[src/sv/ttc_pkg.sv]
package ttc_pkg;

  localparam int CNT_W     = 13;
  localparam int DEPTH_W   = 16;
  localparam int NUM_WORDS = 6;

  localparam logic [CNT_W-1:0] MAX_TOKEN_LEN = CNT_W'(4096);
  localparam logic [3:0]       HEX_CAP       = 4'd9;
  localparam logic [3:0]       HEX_LIMIT     = 4'd8;

  localparam logic signed [DEPTH_W-1:0] DEPTH_MAX = 16'sh7FFF;
  localparam logic signed [DEPTH_W-1:0] DEPTH_MIN = 16'sh8000;

  localparam logic [3:0] KIND_INT    = 4'd0;
  localparam logic [3:0] KIND_FLOAT  = 4'd1;
  localparam logic [3:0] KIND_LIST   = 4'd2;
  localparam logic [3:0] KIND_VOCAB  = 4'd3;
  localparam logic [3:0] KIND_BLOB   = 4'd4;
  localparam logic [3:0] KIND_STRING = 4'd5;
  localparam logic [3:0] KIND_TRUE   = 4'd6;
  localparam logic [3:0] KIND_FALSE  = 4'd7;
  localparam logic [3:0] KIND_NULL   = 4'd8;

  // Word match bits, in table order.
  localparam int W_INF   = 0;
  localparam int W_NINF  = 1;
  localparam int W_NAN   = 2;
  localparam int W_TRUE  = 3;
  localparam int W_FALSE = 4;
  localparam int W_NULL  = 5;

  localparam logic [7:0] WORD_TEXT [NUM_WORDS][8] = '{
    '{"i", "n", "f", 8'h00, 8'h00, 8'h00, 8'h00, 8'h00},
    '{"-", "i", "n", "f", 8'h00, 8'h00, 8'h00, 8'h00},
    '{"n", "a", "n", 8'h00, 8'h00, 8'h00, 8'h00, 8'h00},
    '{"t", "r", "u", "e", 8'h00, 8'h00, 8'h00, 8'h00},
    '{"f", "a", "l", "s", "e", 8'h00, 8'h00, 8'h00},
    '{"n", "u", "l", "l", 8'h00, 8'h00, 8'h00, 8'h00}
  };

  localparam logic [CNT_W-1:0] WORD_LEN [NUM_WORDS] = '{
    CNT_W'(3), CNT_W'(4), CNT_W'(3), CNT_W'(4), CNT_W'(5), CNT_W'(4)
  };

  typedef struct packed {
    logic [7:0] ch;
    logic       last;
  } ttc_in_t;

  typedef struct packed {
    logic [7:0]       char_out;
    logic             keep;
    logic             token_done;
    logic [3:0]       token_kind;
    logic [CNT_W-1:0] token_length;
    logic             line_done;
    logic             complete;
  } ttc_out_t;

  typedef struct packed {
    logic [CNT_W-1:0]     count;
    logic [7:0]           first_char;
    logic                 pre;
    logic                 hex;
    logic [3:0]           hpos;
    logic [1:0]           periods;
    logic [1:0]           signs;
    logic                 looks;
    logic                 frac;
    logic [NUM_WORDS-1:0] words;
  } ttc_tok_t;

  typedef struct packed {
    logic                        esc;
    logic                        begun;
    logic                        quoted;
    logic signed [DEPTH_W-1:0]   round_depth;
    logic signed [DEPTH_W-1:0]   curly_depth;
    ttc_tok_t                    tok;
  } ttc_state_t;

  typedef struct packed {
    ttc_state_t st;
    logic       keep;
    logic       close;
  } ttc_take_t;

  function automatic logic is_blank(logic [7:0] c);
    return (c == " ") || (c == 8'h09) || (c == 8'h0A) || (c == 8'h0D);
  endfunction

  function automatic logic is_digit(logic [7:0] c);
    return c inside {["0":"9"]};
  endfunction

  function automatic ttc_tok_t tok_clear();
    ttc_tok_t r;
    r       = '0;
    r.pre   = 1'b1;
    r.looks = 1'b1;
    r.words = '1;
    return r;
  endfunction

  function automatic ttc_state_t state_reset();
    ttc_state_t r;
    r     = '0;
    r.tok = tok_clear();
    return r;
  endfunction

  function automatic ttc_tok_t append_char(ttc_tok_t t, logic [7:0] c);
    ttc_tok_t r;
    logic     allowed;
    r = t;
    if (t.count == '0) begin
      r.first_char = c;
    end
    for (int w = 0; w < NUM_WORDS; w++) begin
      if (!((t.count < WORD_LEN[w]) && (WORD_TEXT[w][t.count[2:0]] == c))) begin
        r.words[w] = 1'b0;
      end
    end
    if (t.count < MAX_TOKEN_LEN) begin
      r.count = t.count + 1'b1;
    end
    if (t.looks) begin
      if (c == ".") begin
        r.frac = 1'b1;
        if (t.periods != 2'd2) begin
          r.periods = t.periods + 1'b1;
        end
        if (r.periods == 2'd2) begin
          r.looks = 1'b0;
        end
      end
      if (!t.hex && (c == "e" || c == "E")) begin
        r.frac = 1'b1;
      end
      if (t.pre && (c == "x" || c == "X")) begin
        r.hex  = 1'b1;
        r.hpos = '0;
      end else begin
        if (t.hex && (t.hpos < HEX_CAP)) begin
          r.hpos = t.hpos + 1'b1;
        end
        if (t.pre && (c == "0" || c == "+" || c == "-")) begin
          if (c != "0") begin
            if (t.signs != 2'd2) begin
              r.signs = t.signs + 1'b1;
            end
            if (r.signs == 2'd2) begin
              r.looks = 1'b0;
            end
          end
        end else begin
          r.pre   = 1'b0;
          allowed = is_digit(c) || (c inside {".", "e", "E", "+", "-"}) ||
                    (t.hex && (c inside {["a":"f"], ["A":"F"]}));
          if (!allowed) begin
            r.looks = 1'b0;
          end
        end
      end
    end
    return r;
  endfunction

  function automatic ttc_take_t take_char(ttc_state_t s, logic [7:0] c);
    ttc_take_t r;
    r.st    = s;
    r.keep  = 1'b0;
    r.close = 1'b0;
    if (s.esc) begin
      r.st.tok = append_char(s.tok, c);
      r.st.esc = 1'b0;
      r.keep   = 1'b1;
    end else if (s.begun || !is_blank(c)) begin
      r.st.begun = 1'b1;
      if (c == "\"") begin
        r.st.quoted = !s.quoted;
      end
      if (!r.st.quoted) begin
        if (c == "(" && s.round_depth != DEPTH_MAX) begin
          r.st.round_depth = s.round_depth + 16'sd1;
        end
        if (c == ")" && s.round_depth != DEPTH_MIN) begin
          r.st.round_depth = s.round_depth - 16'sd1;
        end
        if (c == "{" && s.curly_depth != DEPTH_MAX) begin
          r.st.curly_depth = s.curly_depth + 16'sd1;
        end
        if (c == "}" && s.curly_depth != DEPTH_MIN) begin
          r.st.curly_depth = s.curly_depth - 16'sd1;
        end
      end
      if (c == "\\") begin
        r.st.esc = 1'b1;
        r.st.tok = append_char(s.tok, c);
        r.keep   = 1'b1;
      end else if (!r.st.quoted && (c == "," || is_blank(c)) &&
                   r.st.round_depth == '0 && r.st.curly_depth == '0) begin
        r.close    = 1'b1;
        r.st.tok   = tok_clear();
        r.st.begun = 1'b0;
      end else begin
        r.st.tok = append_char(s.tok, c);
        r.keep   = 1'b1;
      end
    end
    return r;
  endfunction

endpackage

[src/sv/ttc_classify.sv]
module ttc_classify (
  input  ttc_pkg::ttc_tok_t tok,
  output logic [3:0]        kind
);
  import ttc_pkg::*;

  logic numeric;
  logic num_lead;

  assign numeric  = tok.looks && !(tok.hex && (tok.hpos > HEX_LIMIT));
  assign num_lead = (is_digit(tok.first_char) ||
                     (tok.first_char inside {"+", "-", ".", "i", "n"})) &&
                    (tok.first_char != "." || tok.count > CNT_W'(1));

  always_comb begin
    if (tok.words[W_NULL] && tok.count == CNT_W'(4)) begin
      kind = KIND_NULL;
    end else if ((tok.words[W_INF] && tok.count == CNT_W'(3)) ||
                 (tok.words[W_NINF] && tok.count == CNT_W'(4)) ||
                 (tok.words[W_NAN] && tok.count == CNT_W'(3))) begin
      kind = KIND_FLOAT;
    end else if (numeric && num_lead) begin
      kind = tok.frac ? KIND_FLOAT : KIND_INT;
    end else if (tok.first_char == "(") begin
      kind = KIND_LIST;
    end else if (tok.first_char == "[") begin
      kind = KIND_VOCAB;
    end else if (tok.first_char == "{") begin
      kind = KIND_BLOB;
    end else if (tok.words[W_TRUE] && tok.count == CNT_W'(4)) begin
      kind = KIND_TRUE;
    end else if (tok.words[W_FALSE] && tok.count == CNT_W'(5)) begin
      kind = KIND_FALSE;
    end else begin
      kind = KIND_STRING;
    end
  end

endmodule

[src/sv/ttc_step.sv]
module ttc_step (
  input  ttc_pkg::ttc_state_t st,
  input  ttc_pkg::ttc_in_t    din,
  output ttc_pkg::ttc_state_t st_next,
  output ttc_pkg::ttc_out_t   res
);
  import ttc_pkg::*;

  ttc_take_t  t1;
  ttc_take_t  t2;
  ttc_tok_t   closed_tok;
  logic       done1;
  logic       done2;
  logic [3:0] kind;

  assign t1    = take_char(st, din.ch);
  assign t2    = take_char(t1.st, " ");
  assign done1 = t1.close && (st.tok.count != '0);
  assign done2 = din.last && t2.close && (t1.st.tok.count != '0);

  // A token closed by the character itself is classified from the state it
  // entered with; one closed by the trailing space uses the updated state.
  assign closed_tok = done1 ? st.tok : t1.st.tok;

  ttc_classify u_classify (
    .tok  (closed_tok),
    .kind (kind)
  );

  always_comb begin
    res.char_out     = din.ch;
    res.keep         = t1.keep;
    res.token_done   = done1 || done2;
    res.token_kind   = (done1 || done2) ? kind : KIND_INT;
    res.token_length = (done1 || done2) ? closed_tok.count : '0;
    res.line_done    = din.last;
    res.complete     = din.last && (t2.st.round_depth == '0) &&
                       (t2.st.curly_depth == '0) && !t2.st.quoted;
    st_next          = din.last ? state_reset() : t1.st;
  end

endmodule

[src/sv/text_list_tokenizer_classifier_unit.sv]
// Takes one character of a text line per transaction and returns one result
// per character through the input and output registers, one character per
// cycle unless out_stall holds the output; the tokenizer state register is
// read and rewritten in a single cycle, so back-to-back characters never wait
// on each other. A result flags the character that closes a token (or the
// line end) with the token's kind and length; the last character's result
// also reports quote and bracket balance. State then returns to reset.
module text_list_tokenizer_classifier_unit (
  input  logic              clk,
  input  logic              rst_n,
  input  logic              in_valid,
  output logic              in_stall,
  input  ttc_pkg::ttc_in_t  in_data,
  output logic              out_valid,
  input  logic              out_stall,
  output ttc_pkg::ttc_out_t out_data
);
  import ttc_pkg::*;

  logic       s1_valid_r;
  logic       s1_valid_nxt;
  ttc_in_t    s1_data_r;
  logic       out_valid_r;
  logic       out_valid_nxt;
  ttc_out_t   out_data_r;
  ttc_state_t st_r;
  ttc_state_t st_nxt;
  ttc_state_t step_st;
  ttc_out_t   step_res;
  logic       out_adv;
  logic       move;
  logic       accept;

  assign out_adv  = !out_valid_r || !out_stall;
  assign move     = s1_valid_r && out_adv;
  assign in_stall = s1_valid_r && !out_adv;
  assign accept   = in_valid && !in_stall;

  ttc_step u_step (
    .st      (st_r),
    .din     (s1_data_r),
    .st_next (step_st),
    .res     (step_res)
  );

  always_comb begin
    s1_valid_nxt  = accept ? 1'b1 : (move ? 1'b0 : s1_valid_r);
    out_valid_nxt = out_adv ? s1_valid_r : out_valid_r;
    st_nxt        = move ? step_st : st_r;
  end

  always_ff @(posedge clk) begin
    if (!rst_n) begin
      s1_valid_r  <= 1'b0;
      out_valid_r <= 1'b0;
      st_r        <= state_reset();
    end else begin
      s1_valid_r  <= s1_valid_nxt;
      out_valid_r <= out_valid_nxt;
      st_r        <= st_nxt;
    end
  end

  always_ff @(posedge clk) begin
    if (accept) begin
      s1_data_r <= in_data;
    end
    if (move) begin
      out_data_r <= step_res;
    end
  end

  assign out_valid = out_valid_r;
  assign out_data  = out_data_r;

  a_done_has_length: assert property (@(posedge clk) disable iff (!rst_n)
    out_valid_r && out_data_r.token_done |-> out_data_r.token_length != '0)
    else $error("closed token reported with zero length");

  a_complete_at_end: assert property (@(posedge clk) disable iff (!rst_n)
    out_valid_r && out_data_r.complete |-> out_data_r.line_done)
    else $error("completeness reported before line end");

  a_keep_or_close: assert property (@(posedge clk) disable iff (!rst_n)
    out_valid_r && !out_data_r.line_done |-> !(out_data_r.keep && out_data_r.token_done))
    else $error("character both kept and closing a token");

  a_line_end_reset: assert property (@(posedge clk) disable iff (!rst_n)
    move && s1_data_r.last |=> (st_r.tok.count == '0) && !st_r.begun && !st_r.quoted &&
                               !st_r.esc && (st_r.round_depth == '0) &&
                               (st_r.curly_depth == '0))
    else $error("tokenizer state not cleared after line end");

  a_state_holds: assert property (@(posedge clk) disable iff (!rst_n)
    !move |=> $stable(st_r))
    else $error("tokenizer state changed without a transaction");

endmodule

[config.mk]
export PLATFORM = sky130hd
export DESIGN_NAME = text_list_tokenizer_classifier_unit
export DESIGN_NICKNAME = d
export VERILOG_FILES = /design/src/sv/ttc_pkg.sv /design/src/sv/ttc_classify.sv /design/src/sv/ttc_step.sv /design/src/sv/text_list_tokenizer_classifier_unit.sv
export SDC_FILE = /design/constraint.sdc
export NUM_CORES = 1
export LEC_CHECK = 0
export BUFFER_PORTS_ARGS = -buffer_cell sky130_fd_sc_hd__buf_2
export CAP_MARGIN = 20
export CORE_MARGIN = 1.5
export CORE_UTILIZATION = 55
export DETAILED_ROUTE_END_ITERATION = 10
export PLACE_DENSITY_LB_ADDON = 0.08
export SLEW_MARGIN = 20
export SYNTH_ARGS = -nofsm -noshare
export SYNTH_HDL_FRONTEND = slang
export SYNTH_SLANG_ARGS = --single-unit
[constraint.sdc]
create_clock -name clk -period 5.4 [get_ports clk]
set_input_delay 1.08 -clock clk [delete_from_list [all_inputs] [get_ports clk]]
set_output_delay 1.08 -clock clk [all_outputs]
set_load 0.005 [all_outputs]
==> flow_summary.yaml <==
timing:
  worst_slew_pin_slew_ns: 0.929
  setup_ws_ns: 0.263
  period_share_pct: 95.1
  rsz0062_at_grt: "false"
  skew_ns: 0.0122
  max_freq_ghz: 0.195
  slew-limit-headroom_pct: 37.6
  finalMaxSlewViolations: 0
  finalCriticalPeriod_ns: 5.14
  setup_viol: 0
  final-hold-violation-count: 0
  fin_tns_setup_ns: 0
cells_and_area:
  syn2layout_area_growth_pct: 13.7
  diodes: 0
  fillCellCount: 1534
  drive_above_1_share_pct: 14.7
  fin_cells: 1605
  final_cell_mix: "nor2_1, nand2_1, o21ai_0"
  nets: 1395
  fin_util_pct: 64.3
  final_common_cell: "nor2_1"
synth:
  syn_nets: 1353
  synthDominantCellAreaShare_pct: 15.5
  ys_async_sr_fraction_pct: 0
  synth_enable_flop_cells: 38
  synth_area_um2: 9820
  yosys_warnings: 0
  synth_area_leaders: "dfxtp_1, edfxtp_1, o21ai_0"
  synth_cell_type_count: 95
  ys_seq_area_share_pct: 27.1
  synthFlopType: "dfxtp_1"
  yosys.area.top_type: "dfxtp_1"
  synth_cells: 1325
  ys_seq_elements: 114
  syn_area_per_cell_um2: 7.41
pwr:
  ir_drop_mv: 0.243
  power_density_nw_per_um2: 209
  total_power_mw: 2.33
  power_leakage_nw: 4.06
global_route:
  grt_max_degree: 72
  grt_usage_pct: 39.1
  first_global_vias: 9892
  grt_overflow: 0
  grt_pass1_wl_um: 55700
  grt_antenna_before_repair: 0
setup_path:
  cp-start-kind: "register"
  worstPathRequired_ns: 5.59
  crit_fanout: 14
  arrival_ns: 5.33
  r2r_cells: 17
  cp-end-kind: "register"
  worst-setup-path-type: "register to register"
  r2r_setup_slack_ns: 0.26
  r2r_start: "s1_data_r[8]$_DFFE_PP_"
  rr_endpoint: "out_data[15]$_SDFFCE_PP0P_"
clock_tree:
  cts_buffers: 17
  clk_pin_slew_ns: 0.07
  clock_path_buffers: 2
  cts-root-buf: "clkbuf_16"
  cts_tree: "done"
  cts.sinks: 114
  clock_latency_ns: 0.44
  cts.htree.levels: 4
placement:
  post-place-ws_ns: 0.169
  placed_cells: 1572
  hpwlAfterDp_um: 25800
  place.gp.congestion: 1.01
  port_buffers: 43
run_status:
  status: "finished clean"
die:
  die_h_um: 137
  die_w_um: 137
  io_pins: 44
  dieArea_um2: 18700
  fp.coreArea_um2: 17400
  rows: 48
  start_util_pct: 56.6
min_path:
  holdPathStages: 1
  hp-class: "register to register"
  min_from: "st_r[0]$_SDFFE_PN1P_"
  whs_endpoint: "st_r[0]$_SDFFE_PN1P_"
route:
  drtPass1Iterations: 6
  wl_met2_um: 15400
  wirelength_um: 36000
  wl_per_cell_um: 22.4
  highest_layer: "met4"
  first_iter_violations: 1703
  met3_length_um: 4270
  wl_met1_um: 15200
  vias_per_cell: 6.88
  ant_nets: 0
  drc: 0
  vias: 11000
run:
  drv_cap: 0
flip-flops by register name (all words and copies together) (netlist names):
signal      cells
st_r           74
out_data       29
s1_data_r       9
out_valid       1
s1_valid_r      1
synth_stat cells (all sizes together) (25+ instances only):
master,number
a21oi,76
a22oi,31
and2,25
clkbuf,86
dfxtp,76
edfxtp,38
inv,37
nand2,117
nand3,60
nand4,31
nor2,127
nor2b,43
nor3,54
nor4,28
o21ai,102
xnor2,38
power breakdown:
part	switching, mW	internal (mW)
Combinational	0.161	0.0842
Clock	0.476	0.684
Sequential	0.0153	0.911
Total	0.652	1.68
cells by family after synthesis:
kind of cell	count (synthesis)	share of synthesized area (%)
buffers and inverters	145	6.03
flip-flops	114	27.1
AND/OR/NAND/NOR	624	34.9
adder cells (fa/ha/maj)	15	1.91
AO/OA/AOI/OAI	366	24.4
multiplexers	12	1.26
XOR/XNOR	49	4.37
worst max-delay path: stages, from the launching register on:
cell      delay [ns]
edfxtp_1        0.40
or4b_4          0.67
or3_1           0.55
nand2_4         0.26
buf_4           0.22
a21oi_1         0.08
nor3_1          0.14
nor3_1          0.08
buf_4           0.16
nor4_4          0.42
nand4_4         0.23
nor2_4          0.23
mux2i_1         0.12
or4_4           0.52
nor3_1          0.25
nor4_2          0.10
mux2_2          0.29
o21a_1          0.18
routing by layer:
metal	vias up	GRT usage [%]
li1	5024	-
met1	5121	55.3
met2	777	57.4
met3	115	9.74
met4	0	13.5
met5	-	0
layout make-up:
| cell class | instances | area [um2] | share of cell area (%) |
|---|---|---|---|
| Tap cell | 225 | 282 | 2.52 |
| Inverter | 38 | 143 | 1.28 |
| Sequential cell | 114 | 2660 | 23.8 |
| Clock buffer | 18 | 429 | 3.84 |
| Timing Repair Buffer | 130 | 872 | 7.81 |
| Multi-Input combinational cell | 1066 | 6620 | 59.3 |
| Clock inverter | 14 | 156 | 1.40 |
repair_timing:
| item | 4_1_cts | 5_1_grt |
|---|---|---|
| setup buffers | 0 | 1 |
| resized for setup | 0 | 11 |
| hold buffers | 0 | 0 |
| endpoints found under the setup margin | 0 | 3 |
per-stage QoR:
stage	hold slack (ns)	area [um2]
after floorplan	0.421	9820
after global placement	0.433	10500
after detailed placement	0.440	10500
after CTS	0.455	11100
after global routing	0.493	11200
final	0.457	11200
how the worst max path moves through the flow:
| stage | from | endpoint | slack, ns | depth (start not counted) |
|---|---|---|---|---|
| final | s1_data_r[8]$_DFFE_PP_ | out_data[15]$_SDFFCE_PP0P_ | 0.26 | 17 |
| after global routing | s1_data_r[8]$_DFFE_PP_ | out_data[17]$_SDFFCE_PP0P_ | 0.01 | 19 |
| after floorplan | s1_data_r[8]$_DFFE_PP_ | out_data[15]$_SDFFCE_PP0P_ | 0.66 | 19 |
| after global placement | st_r[55]$_SDFFE_PN0P_ | out_data[15]$_SDFFCE_PP0P_ | 0.17 | 18 |
| after detailed placement | s1_data_r[2]$_DFFE_PP_ | out_data[15]$_SDFFCE_PP0P_ | 0.17 | 16 |
| after CTS | s1_data_r[2]$_DFFE_PP_ | out_data[15]$_SDFFCE_PP0P_ | 0.10 | 16 |
No activity file was read; power rests on OpenSTA's default activity.
